<file path="config.mk">
export PLATFORM = sky130hd
export DESIGN_NAME = ptw_walker
export DESIGN_NICKNAME = d
export VERILOG_FILES = /design/src/design/ptw_pkg.sv /design/src/design/ptw_walker.sv
export SDC_FILE = /design/constraint.sdc
export NUM_CORES = 1
export LEC_CHECK = 0
export ABC_AREA = 1
export BUFFER_PORTS_ARGS = -buffer_cell sky130_fd_sc_hd__buf_2
export CAP_MARGIN = 20
export CORE_AREA = 3 3 202 204
export CTS_BUF_LIST = sky130_fd_sc_hd__clkbuf_4 sky130_fd_sc_hd__clkbuf_8 sky130_fd_sc_hd__clkbuf_16
export DETAILED_ROUTE_END_ITERATION = 6
export DIE_AREA = 0 0 205 207
export GPL_TIMING_DRIVEN = 1
export PLACE_DENSITY = 0.72
export SETUP_SLACK_MARGIN = 0.15
export SLEW_MARGIN = 20
export SYNTH_ARGS = -nofsm -noshare
export SYNTH_HDL_FRONTEND = slang
export SYNTH_SLANG_ARGS = --single-unit
</file>
<file path="constraint.sdc">
create_clock -name clk -period 11.1 [get_ports clk]
set_input_delay 0.555 -clock clk [delete_from_list [all_inputs] [get_ports clk]]
set_output_delay 0.555 -clock clk [all_outputs]
set_load 0.05 [all_outputs]
</file>
<file path="src/design/ptw_pkg.sv">
`timescale 1ns / 1ps
// shared types, constants and helpers for the four-level page table walker
// no dependencies; imported by every module of the walker

package ptw_pkg;

  localparam int unsigned TABLE_WORDS_DEF   = 16384;
  localparam int unsigned ENTRIES_PER_TABLE = 512;
  localparam int unsigned LEVELS            = 4;

  localparam int unsigned VA_W          = 64;
  localparam int unsigned PA_W          = 52;
  localparam int unsigned ENTRY_W       = 64;
  localparam int unsigned WORD_INDEX_W  = 14;
  localparam int unsigned PAGE_OFF_BITS = 12;
  localparam int unsigned IDX_W         = $clog2(ENTRIES_PER_TABLE);
  localparam int unsigned LVL_W         = $clog2(LEVELS);
  localparam int unsigned FRAME_W       = PA_W - PAGE_OFF_BITS;
  localparam int unsigned VA_USED_W     = PAGE_OFF_BITS + IDX_W * LEVELS;
  localparam int unsigned PRESENT_BIT   = 0;

  localparam logic [PA_W-1:0] SPAN_MIN = PA_W'(64'h0000_0000_FFFF_FFFF);

  typedef enum logic [0:0] {
    OP_WRITE = 1'b0,
    OP_WALK  = 1'b1
  } ptw_op_e;

  typedef enum logic [1:0] {
    CFG_ROOT        = 2'd0,
    CFG_DMAP_OFFSET = 2'd1,
    CFG_MEM_TOTAL   = 2'd2
  } ptw_cfg_reg_e;

  typedef enum logic [1:0] {
    ST_IDLE,
    ST_WALK,
    ST_DONE
  } ptw_state_e;

  typedef struct packed {
    ptw_op_e                 op;
    logic [VA_W-1:0]         vaddr;
    logic [WORD_INDEX_W-1:0] table_word_index;
    logic [ENTRY_W-1:0]      table_word_data;
  } ptw_req_t;

  typedef struct packed {
    logic [PA_W-1:0] paddr;
    logic            fault;
    logic            direct_mapped;
  } ptw_rsp_t;

  typedef struct packed {
    logic [PA_W-1:0] root_table_addr;
    logic [VA_W-1:0] direct_map_offset;
    logic [PA_W-1:0] mem_total;
  } ptw_cfg_t;

  localparam ptw_rsp_t FAULT_RSP = '{paddr: '0, fault: 1'b1, direct_mapped: 1'b0};

  // table index used at a given walk level, top level first
  function automatic logic [IDX_W-1:0] level_index(input logic [VA_USED_W-1:0] va,
                                                   input logic [LVL_W-1:0] lvl);
    return va[PAGE_OFF_BITS + IDX_W * (LEVELS - 1 - lvl) +: IDX_W];
  endfunction

endpackage

</file>
<file path="src/design/ptw_walker.sv">
`timescale 1ns / 1ps
// walk sequencer: direct map check, four dependent table reads, output register
// depends on ptw_pkg; drives the ports of ptw_table_mem

module ptw_walker import ptw_pkg::*; #(
  parameter int unsigned TABLE_WORDS = TABLE_WORDS_DEF
) (
  input  logic                           clk,
  input  logic                           rst,
  input  ptw_cfg_t                       cfg,
  input  logic                           req_valid,
  output logic                           req_ready,
  input  ptw_req_t                       req,
  output logic                           rsp_valid,
  input  logic                           rsp_ready,
  output ptw_rsp_t                       rsp,
  output logic                           mem_we,
  output logic [$clog2(TABLE_WORDS)-1:0] mem_waddr,
  output logic [ENTRY_W-1:0]             mem_wdata,
  output logic                           mem_re,
  output logic [$clog2(TABLE_WORDS)-1:0] mem_raddr,
  input  logic [ENTRY_W-1:0]             mem_rdata
);

  localparam int unsigned AW = $clog2(TABLE_WORDS);

  function automatic logic [AW-1:0] word_addr(input logic [FRAME_W-1:0] frame,
                                              input logic [IDX_W-1:0] idx);
    logic [FRAME_W+IDX_W-1:0] full;
    full = {frame, idx};
    return full[AW-1:0];
  endfunction

  ptw_state_e             state, state_next;
  logic [LVL_W-1:0]       level, level_next;
  logic [VA_USED_W-1:0]   vaddr, vaddr_next;
  ptw_rsp_t               pend, pend_next;
  ptw_rsp_t               rsp_next;
  logic                   rsp_valid_next;

  logic                   slot_free;
  logic                   root_zero;
  logic                   in_window;
  logic [PA_W-1:0]        span;
  logic [VA_W:0]          upper_sum;
  logic [VA_W-1:0]        upper;
  logic [VA_W-1:0]        diff;
  logic [63:0]            widx;
  logic                   fin;
  ptw_rsp_t               fin_rsp;

  // direct map window, saturating at the top of the address space
  assign span      = (cfg.mem_total > SPAN_MIN) ? cfg.mem_total : SPAN_MIN;
  assign upper_sum = {1'b0, cfg.direct_map_offset} + (VA_W + 1)'(span);
  assign upper     = upper_sum[VA_W] ? '1 : upper_sum[VA_W-1:0];
  assign in_window = (req.vaddr >= cfg.direct_map_offset) && (req.vaddr <= upper);
  assign diff      = req.vaddr - cfg.direct_map_offset;
  assign root_zero = (cfg.root_table_addr == '0);
  assign slot_free = !rsp_valid || rsp_ready;
  assign widx      = 64'(req.table_word_index);

  always_comb begin
    state_next     = state;
    level_next     = level;
    vaddr_next     = vaddr;
    pend_next      = pend;
    rsp_next       = rsp;
    rsp_valid_next = rsp_valid && !rsp_ready;
    req_ready      = 1'b0;
    mem_we         = 1'b0;
    mem_waddr      = widx[AW-1:0];
    mem_wdata      = req.table_word_data;
    mem_re         = 1'b0;
    mem_raddr      = word_addr(cfg.root_table_addr[PA_W-1:PAGE_OFF_BITS],
                               level_index(req.vaddr[VA_USED_W-1:0], '0));
    fin            = 1'b0;
    fin_rsp        = FAULT_RSP;

    unique case (state)
      ST_IDLE: begin
        req_ready = 1'b1;
        if (req_valid) begin
          if (req.op == OP_WRITE) begin
            mem_we = 1'b1;
          end else begin
            vaddr_next = req.vaddr[VA_USED_W-1:0];
            level_next = '0;
            if (root_zero) begin
              fin     = 1'b1;
              fin_rsp = FAULT_RSP;
            end else if (in_window) begin
              fin     = 1'b1;
              fin_rsp = '{paddr: diff[PA_W-1:0], fault: 1'b0, direct_mapped: 1'b1};
            end else begin
              mem_re     = 1'b1;
              state_next = ST_WALK;
            end
          end
        end
      end
      ST_WALK: begin
        if (!mem_rdata[PRESENT_BIT]) begin
          fin     = 1'b1;
          fin_rsp = FAULT_RSP;
        end else if (level == LVL_W'(LEVELS - 1)) begin
          fin     = 1'b1;
          fin_rsp = '{paddr: {mem_rdata[PA_W-1:PAGE_OFF_BITS], vaddr[PAGE_OFF_BITS-1:0]},
                      fault: 1'b0, direct_mapped: 1'b0};
        end else begin
          mem_re     = 1'b1;
          level_next = LVL_W'(level + 1'b1);
          mem_raddr  = word_addr(mem_rdata[PA_W-1:PAGE_OFF_BITS],
                                 level_index(vaddr, LVL_W'(level + 1'b1)));
        end
      end
      ST_DONE: begin
        if (slot_free) begin
          rsp_next       = pend;
          rsp_valid_next = 1'b1;
          state_next     = ST_IDLE;
        end
      end
      default: begin
        state_next = ST_IDLE;
      end
    endcase

    // finished translation goes straight to the output register when it is free
    if (fin) begin
      pend_next = fin_rsp;
      if (slot_free) begin
        rsp_next       = fin_rsp;
        rsp_valid_next = 1'b1;
        state_next     = ST_IDLE;
      end else begin
        state_next = ST_DONE;
      end
    end
  end

  always_ff @(posedge clk) begin
    if (rst) begin
      state     <= ST_IDLE;
      level     <= '0;
      rsp_valid <= 1'b0;
    end else begin
      state     <= state_next;
      level     <= level_next;
      rsp_valid <= rsp_valid_next;
    end
    vaddr <= vaddr_next;
    pend  <= pend_next;
    rsp   <= rsp_next;
  end

  // table writes only happen between walks, never beside a read
  assert property (@(posedge clk) disable iff (rst) !(mem_we && mem_re))
    else $error("table write and read issued together");

  assert property (@(posedge clk) disable iff (rst) mem_re |=> state == ST_WALK)
    else $error("table read issued without a walk step to consume it");

  assert property (@(posedge clk) disable iff (rst)
    (state == ST_WALK && $past(state) == ST_WALK) |-> level == LVL_W'($past(level) + 1'b1))
    else $error("walk level did not advance by one");

  assert property (@(posedge clk) disable iff (rst)
    (rsp_valid && rsp.fault) |-> (rsp.paddr == '0 && !rsp.direct_mapped))
    else $error("fault transaction carries an address");

endmodule

</file>
**Yosys cells after proc, flatten, opt, wreduce, memory -nomap -nowiden**

Index checks and enable logic that the tools add are counted.

- Mux-type cells: 51
- Equal/unequal tests: 13
- $mul: 1
- Reductions and logical operators: 11
- Add/sub/neg operators: 5
- Shifts and indexed selects: 1
- $lt $le $gt $ge: 3

Operators with widths:

| cell | count |
|---|---|
| 54-bit two-way mux | 10 |
| 54-bit one-hot mux with 2 select lines | 1 |
| 64-bit by 52-bit adder with 65-bit output | 1 |
| 64-bit >= comparator | 1 |
| 64-bit <= comparator | 1 |
| 64-bit two-way mux | 1 |
| 52-bit by 32-bit > comparator with 1-bit output, second input constant | 1 |
| 52-bit logical NOT | 1 |
| 52-bit two-way mux | 1 |
| 52-bit subtractor | 1 |
| 48-bit by 33-bit indexed part select with 9-bit output | 1 |
| 14-bit two-way mux | 3 |
| 2-bit two-way mux | 11 |
| 1-bit two-way mux | 20 |
| 3-bit inequality test, second input constant | 5 |
| 2-bit inequality test, second input constant | 5 |
| 5-bit by 8-bit adder with 9-bit output, first input constant | 1 |
| 5-bit by 3-bit multiplier with 8-bit output, first input constant | 1 |
| 2-bit one-hot mux with 3 select lines | 1 |
| 6-bit AND reduction | 1 |
| 5-bit AND reduction | 1 |
| 2-bit == test, second input constant | 2 |
| 1-bit one-hot mux with 2 select lines | 2 |
| 2-bit one-hot mux with 2 select lines | 1 |
| other kinds (9) | 11 |

- Output and inout port bits: 150
- Input port bits: 379
- Logic and storage cells: 95
- Register bits: 161

**Logic depth before layout (Yosys ltp)**

Gate-level depths: netlist of the first run.

- Depth in word-level cells: 13
- Gate-level depth with buffers: 43
- Depth with buffers taken out: 40

**Least setup slack after synthesis of the first run**

Ideal clock, no wire load.

- Path type: input-to-reg
- From: input cfg[34] (netlist name)
- To: register rsp[47] (netlist name)
- Required time: 10987 ps
- Arrival time: 5677 ps
- Setup slack: 5310 ps
- Library setup time: 113 ps
- Stages: 37
- Path buffers: 4
- Cells stage by stage: nor4_1 > nand3_1 > nor2_1 > clkbuf_1 > or2_2 > ha_1 > inv_1 > fa_1 > inv_1 > nand3_1 > nand2_1 > a21oi_1 > o21ai_1 > nand2_1 > nand3_1 > nand3_1 > nand3_1 > and3_1 > buf_2 > buf_4 > nor2_1 > ha_1 > nand2_1 > nor2_1 > nand2_1 > nor4_1 > nor2b_1 > nand3_1 > nand2_2 > nand2_1 > nand2_1 > nand2_2 > nand2_4 > nand2_8 > buf_6 > nand2_1 > nand2_1

RTL lines:

| what | RTL line | source |
|---|---|---|
| from (decl) | ptw_walker.sv:10 | `input ptw_cfg_t cfg,` |
| to (signal assigned) | ptw_walker.sv:153 | `rsp <= rsp_next;` |
| to (decl) | ptw_walker.sv:16 | `output ptw_rsp_t rsp,` |

==> results.yml, run 1 <==
yosys:
  synth_top_family_by_area: "simple AND/OR/NAND/NOR gates"
  synth_fa_ha_area_share_pct: 12.9
  synth-edff-count: 102
  postSynthRegisterBits: 161
  yosys_most_used_dff: "edfxtp_1"
  synth.net_count: 3241
  synth-async-reset-ratio_pct: 0
  synth_xor_area_share_pct: 4.49
  synth_area_leaders: "edfxtp_1, nand2_1, ha_1"
  synth_compound_gate_area_share_pct: 14.5
  synth.avg_cell_area_um2: 6.69
  synth.top_cell.area_share_pct: 17.1
  synth_warn: 0
  synth_sequential_area_ratio_pct: 23.7
  post_synth_inst_count: 2678
  synthMuxAreaShare_pct: 3.38
  synthesis.area_mm2: 0.0179
  post_synth_and_or_nand_nor_area_fraction_pct: 29.7
  ys_types: 56
  synth_area_leader_cell: "edfxtp_1"
floorplanning:
  floorplan.initialDensity_pct: 45.4
  die-height_um: 207
  placement_row_count: 73
  core_region_area_mm2: 0.0395
  die_area_mm2: 0.0424
  chipWidth_um: 205
  io-pin-count: 529
min_path:
  hp-class: "input port to flip-flop"
  endpoint_of_the_worst_hold_path: "vaddr[0]$_DFFE_PP_"
  hold_path.startpoint: "req[78]"
  min_path_cells: 1
routing:
  num_vias: 18700
  final_antenna_net_count: 0
  wirelength_um: 68800
  vias_per_cell: 5.42
  detail_route.drc_violations: 0
  routed_wire_length_per_instance_um: 19.9
  drtPass1Iterations: 5
  dr.first_iter.drc_count: 1457
pwr:
  power.leakage_nw: 10.0
  post-layout-total-power_mw: 2.58
  power-per-cell-area_mw_per_mm2: 128
  vdd_drop_max_mv: 0.0651
sta:
  aggregate_negative_setup_slack_ns: 0
  fmaxAchievable_mhz: 124
  setup_viol_count_final: 0
  worst_slew_margin_pct: 28.5
  finClkSkew_ns: 0.0136
  tightest_slew_ns: 1.06
  finalCriticalPeriod_ns: 8.04
  slew_viol_final: 0
  final_hold_viol_count: 0
  period_share_pct: 72.4
  unrepaired_setup_endpoints_after_global_routing: "false"
worst_setup_path:
  worstPathRequired_ns: 11.43
  path_common_cell: "nand2_1"
  cp_data_arrival_time_ns: 8.36
  timing.critical_path.fanout_max: 58
  cp-start-kind: "input port"
  crit_type: "input port to flip-flop"
  reg2regPathDepth: 7
  r2r_start: "level[0]$_SDFFE_PP0P_"
  crit_path_max_incr_delay_ns: 0.74
  reg2reg_setup_slack_ns: 8.14
  rr_endpoint: "rsp[7]$_DFF_P_"
  critPathSlowestCell: "nor4_1"
  crit_path_end_kind: "flip-flop"
place:
  routability_driven_placement_congestion_ratio: 0.965
  placement.io_buffers: 349
  dpl-instance-area_mm2: 0.0195
  dp_hpwl_um: 58700
cts:
  worstSkewPairLatency_ns: 0.45
  cts.path.max_buffers: 2
  clock_sinks: 161
  cts-buffers-inserted: 17
  clock_tree.htree_level_count: 4
  clock_tree.root_cell: "clkbuf_16"
  post-cts-setup-buffer-count: 0
  count_of_hold_buffers_inserted_by_post_cts_repair: 0
  cts_tree: "done"
  cts.clk_slew.worst_paths_ns: 0.06
  postCtsResizedCells: 0
grt:
  wire_length_of_the_first_global_routing_pass_um: 102000
  largest_net_degree_at_the_start_of_global_routing: 59
  first_global_vias: 18300
  number_of_antenna_violations_at_the_first_check_in_global_routing: 2
  gr-total-overflow: 0
  gr-usage-all-layers_pct: 31.1
cells_and_area:
  layout.cell_area.non_filler_mm2: 0.0201
  post_route_cells_drive_above_1_share_pct: 17.6
  n_fill_cell: 4114
  multi_input_area_mm2: 0.0117
  final_util_pct: 50.9
  finish.net_count: 3482
  layout-area-overhead-vs-synth_pct: 12.0
  regArea_mm2: 0.00424
run_status:
  run_status: "finished clean"
flow_run:
  max-cap-violations: 0
## routing by layer
| metal | routed length (um) | global-route usage, % | up-vias | part of all wire [%] |
|---|---|---|---|---|
| met4 | 2490 | 11.4 | 2 | 3.6 |
| met3 | 3910 | 3.83 | 132 | 5.7 |
| met2 | 32400 | 52.7 | 665 | 47 |
| li1 | - | - | 9239 | - |
| met1 | 30000 | 40.6 | 8697 | 44 |
| met5 | 34 | 0.691 | - | 0.049 |
## critical path: cells and delay by family
family	cells	cell delay [ns]
AND/OR/NAND/NOR	24	5.20
AO/OA/AOI/OAI	3	0.63
buffers and inverters	5	1.03
adder cells (fa/ha/maj)	3	0.81
## power by group
group	internal [mW]	switching, mW	total (mW)
Combinational	0.388	0.851	1.24
Clock	0.316	0.263	0.579
Sequential	0.723	0.0398	0.762
Total	1.43	1.15	2.58
## synthesized netlist by cell type, drive strengths merged, types with 20 or more instances
cell type,count
a21oi,201
a31oi,26
buf,93
clkbuf,41
dfxtp,59
edfxtp,102
ha,182
inv,305
mux2,53
nand2,730
nand3,93
nor2,340
nor3,36
nor4,23
o21ai,155
o21bai,20
or2,37
xnor2,28
xor2,64
## flip-flops by register name, summed over array words and instances (netlist names)
register and count:
level 2, pend 54, rsp 54, rsp_valid 1, state 2, vaddr 48
## cell type report
type | count | area share (%)
clock buffers | 20 | 2.38
multi-input cells | 2076 | 58.0
well taps | 525 | 3.27
diodes | 2 | 0.0249
flip-flops and latches | 161 | 21.1
repair buffers | 356 | 8.96
inverters | 307 | 5.75
clock inverters | 12 | 0.455
## logic make-up after synthesis
logic type,count (synthesis)
and+or+nand+nor,1287
AOI/OAI and AO/OA,459
buffers and inverters,441
adders and majority gates,184
DFF,161
xor gates and xnor gates,92
muxes,54
## per-stage QoR
step                      hold slack (ns)  cells  setup WS, ns
after global placement              0.527   3425          2.77
final                               0.306   3459          3.06
after global routing                0.297   3459          2.53
after floorplan                     0.512   2678          5.31
after CTS                           0.281   3457          3.13
after detailed placement            0.539   3425          2.70
## layout by cell type, fill, tap and decap left out, types with 59 or more instances in the layout
cell,count
ha_1,182
buf_2,349
nand2_1,720
xor2_1,64
nor2_1,334
inv_1,299
edfxtp_1,102
nand3_1,88
a21oi_1,199
dfxtp_1,59
o21ai_0,120
## how the worst max path moves through the flow
| stage | depth (start not counted) | to | startpoint |
|---|---|---|---|
| floorplan | 37 | rsp[47]$_DFF_P_ | cfg[34] |
| global placement | 35 | rsp[6]$_DFF_P_ | cfg[34] |
| detailed placement | 35 | rsp[31]$_DFF_P_ | cfg[34] |
| CTS | 35 | rsp[48]$_DFF_P_ | cfg[34] |
| global route | 35 | rsp[51]$_DFF_P_ | cfg[34] |
| finish | 35 | rsp[48]$_DFF_P_ | cfg[34] |
Note: power is estimated with default switching activity, not from simulation.
==> run 2: changes to the inputs <==
CORE_AREA = 3 3 204 206   (was 3 3 202 204)
DIE_AREA = 0 0 207 209   (was 0 0 205 207)
PLACE_DENSITY = 0.7   (was 0.72)
clock period = 7.6 ns   (was 11.1 ns; I/O delays follow)
==> run 2 against run 1 <==
The run now ends with design-rule violations left. Clock skew down 0.0035 ns. Via count up 1.3%. Worst hold slack lost 0.17 ns. Critical path type is now input port to output pin. Sequential cell count is the same. First-iteration DRC count grew 15%. Cell count is 0.17% higher. Combinational power up 47%. Register-to-register slack worse by 3.4 ns. Die area rose by 2.0%. Global-route usage down 0.64 points.
==> results.yml, run 2 (synthesized netlist as in run 1, its figures left out) <==
run_status:
  run_status: "finished, violations left"
  violated_checks: "design-rule violations"
grt:
  first_global_vias: 18600
  largest_net_degree_at_the_start_of_global_routing: 58
  gr-usage-all-layers_pct: 30.5
  wire_length_of_the_first_global_routing_pass_um: 104000
  number_of_antenna_violations_at_the_first_check_in_global_routing: 2
  gr-total-overflow: 0
pwr:
  sequentialPowerShare_pct: 29.1
  pwr-share-clk_pct: 23.2
  internal_power_mw: 2.12
  vdd_drop_max_mv: 0.129
  power.leakage_nw: 10.1
  power-per-cell-area_mw_per_mm2: 189
  p_sw_share_pct: 44.6
  combPwrFrac_pct: 47.7
  p_switching_mw: 1.70
worst_setup_path:
  cp_num_cells: 32
  r2r_start: "level[0]$_SDFFE_PP0P_"
  worstSetupEndpoint: "mem_re"
  crit_type: "input port to output pin"
  reg2reg_setup_slack_ns: 4.71
  crit_path_max_delay_family: "simple AND/OR/NAND/NOR gates"
  crit_path_end_kind: "output pin"
  reg2regPathDepth: 7
  rr_endpoint: "rsp[23]$_DFF_P_"
  cp_data_arrival_time_ns: 6.60
  path_common_cell: "nand3_1"
  worstPathRequired_ns: 7.22
  crit_path_max_incr_delay_ns: 0.73
  setup.worst_path.start: "cfg[34]"
  critPathSlowestCell: "nor4_1"
  timing.critical_path.fanout_max: 50
  cp-start-kind: "input port"
  cp_num_buf_inv: 6
sta:
  slew_viol_final: 0
  worst_slew_margin_pct: 24.8
  fmaxAchievable_mhz: 143
  finClkSkew_ns: 0.0101
  final_hold_viol_count: 0
  aggregate_negative_setup_slack_ns: 0
  finalCriticalPeriod_ns: 6.98
  setup_viol_count_final: 0
  timing.final.ws_setup_ns: 0.620
  tightest_slew_ns: 1.12
  period_share_pct: 91.8
  unrepaired_setup_endpoints_after_global_routing: "false"
floorplanning:
  chipWidth_um: 207
  placement_row_count: 73
  io-pin-count: 529
  core_region_area_mm2: 0.0398
  floorplan.initialDensity_pct: 45.0
  die_area_mm2: 0.0433
  die-height_um: 209
routing:
  num_vias: 19000
  detailroute.wirelength.met2_um: 32400
  vias_per_cell: 5.48
  routed_wire_length_per_instance_um: 19.9
  detail_route.drc_violations: 2
  met3_wirelength_from_detailed_routing_um: 4340
  dr.first_iter.drc_count: 1677
  final_antenna_net_count: 0
  drtPass1Iterations: 7
  routedLengthMet1_um: 29900
  wirelength_um: 69000
  routed.top_layer: "met4"
cts:
  clock_sinks: 161
  clock_tree.root_cell: "clkbuf_16"
  cts.path.max_buffers: 2
  count_of_hold_buffers_inserted_by_post_cts_repair: 0
  post-cts-setup-buffer-count: 0
  clock_tree.htree_level_count: 4
  postCtsResizedCells: 0
  cts.clk_slew.worst_paths_ns: 0.07
  worstSkewPairLatency_ns: 0.45
  cts_tree: "done"
  cts-buffers-inserted: 17
place:
  dp_hpwl_um: 58800
  placement.io_buffers: 349
  post-place-ws_ns: 0.427
  routability_driven_placement_congestion_ratio: 0.979
cells_and_area:
  layout.cells.most_common: "nand2_1"
  post_route_cells_drive_above_1_share_pct: 17.8
  reg.largest.list: "pend (54), rsp (54), vaddr (48)"
  layout-area-overhead-vs-synth_pct: 12.7
  finish.net_count: 3488
  mostFrequentLayoutCells: "nand2_1, buf_2, nor2_1, inv_1, a21oi_1"
flow_run:
  max-cap-violations: 0
min_path:
  hp-class: "input port to flip-flop"
  hold_path.startpoint: "req[78]"
==> run 2: cell count changes in the layout (fill, tap and decap cells not counted), sizes merged <==
cell and change:
clkinvlp +2, buf +6, clkbuf -2, inv -2
bufinv +2
==> run 2: how the worst min path moves through the flow <==
stage,to,slack [ns],cells past startpoint
after floorplan,state[0]$_SDFFE_PP0P_,0.45,1
after global placement,rsp[52]$_DFF_P_,0.52,4
after detailed placement,rsp[52]$_DFF_P_,0.54,4
after CTS,vaddr[0]$_DFFE_PP_,0.12,1
after global routing,vaddr[0]$_DFFE_PP_,0.12,1
final,vaddr[0]$_DFFE_PP_,0.13,1
==> run 2: per-stage QoR <==
step	hold WS [ns]	area, um2	utilization (%)	std cells	total power, mW
6_report	0.131	20200	50.7	3465	3.82
5_1_grt	0.123	20200	50.7	3465	4.05
4_1_cts	0.117	20200	50.7	3463	3.82
3_5_place_dp	0.542	19600	49.2	3431	2.94
3_3_place_gp	0.525	19600	49.2	3431	2.91
2_1_floorplan	0.449	17900	-	2678	2.50
==> run 2: area by class of cell <==
class	count	area [um2]
inverters	307	1150
fillers	4188	19600
repair buffers	362	1890
diodes	2	5.00
flip-flops and latches	161	4240
multi-input cells	2076	11700
clock inverters	14	154
clock buffers	18	433
well taps	525	657
==> run 2: per-layer routing <==
| layer | up-vias | GRT usage, % |
|---|---|---|
| met5 | - | 0 |
| met4 | 0 | 10.3 |
| met3 | 113 | 3.47 |
| met2 | 789 | 52.4 |
| met1 | 8836 | 39.9 |
| li1 | 9246 | - |
==> run 2: power groups by stage <==
stage	Combinational [mW]	Clock [mW]	Sequential, mW
4_1_cts	1.81	0.897	1.12
6_report	1.82	0.887	1.11
2_1_floorplan	1.03	0	1.47
5_1_grt	1.99	0.932	1.13
3_5_place_dp	1.80	0	1.13
3_3_place_gp	1.78	0	1.13
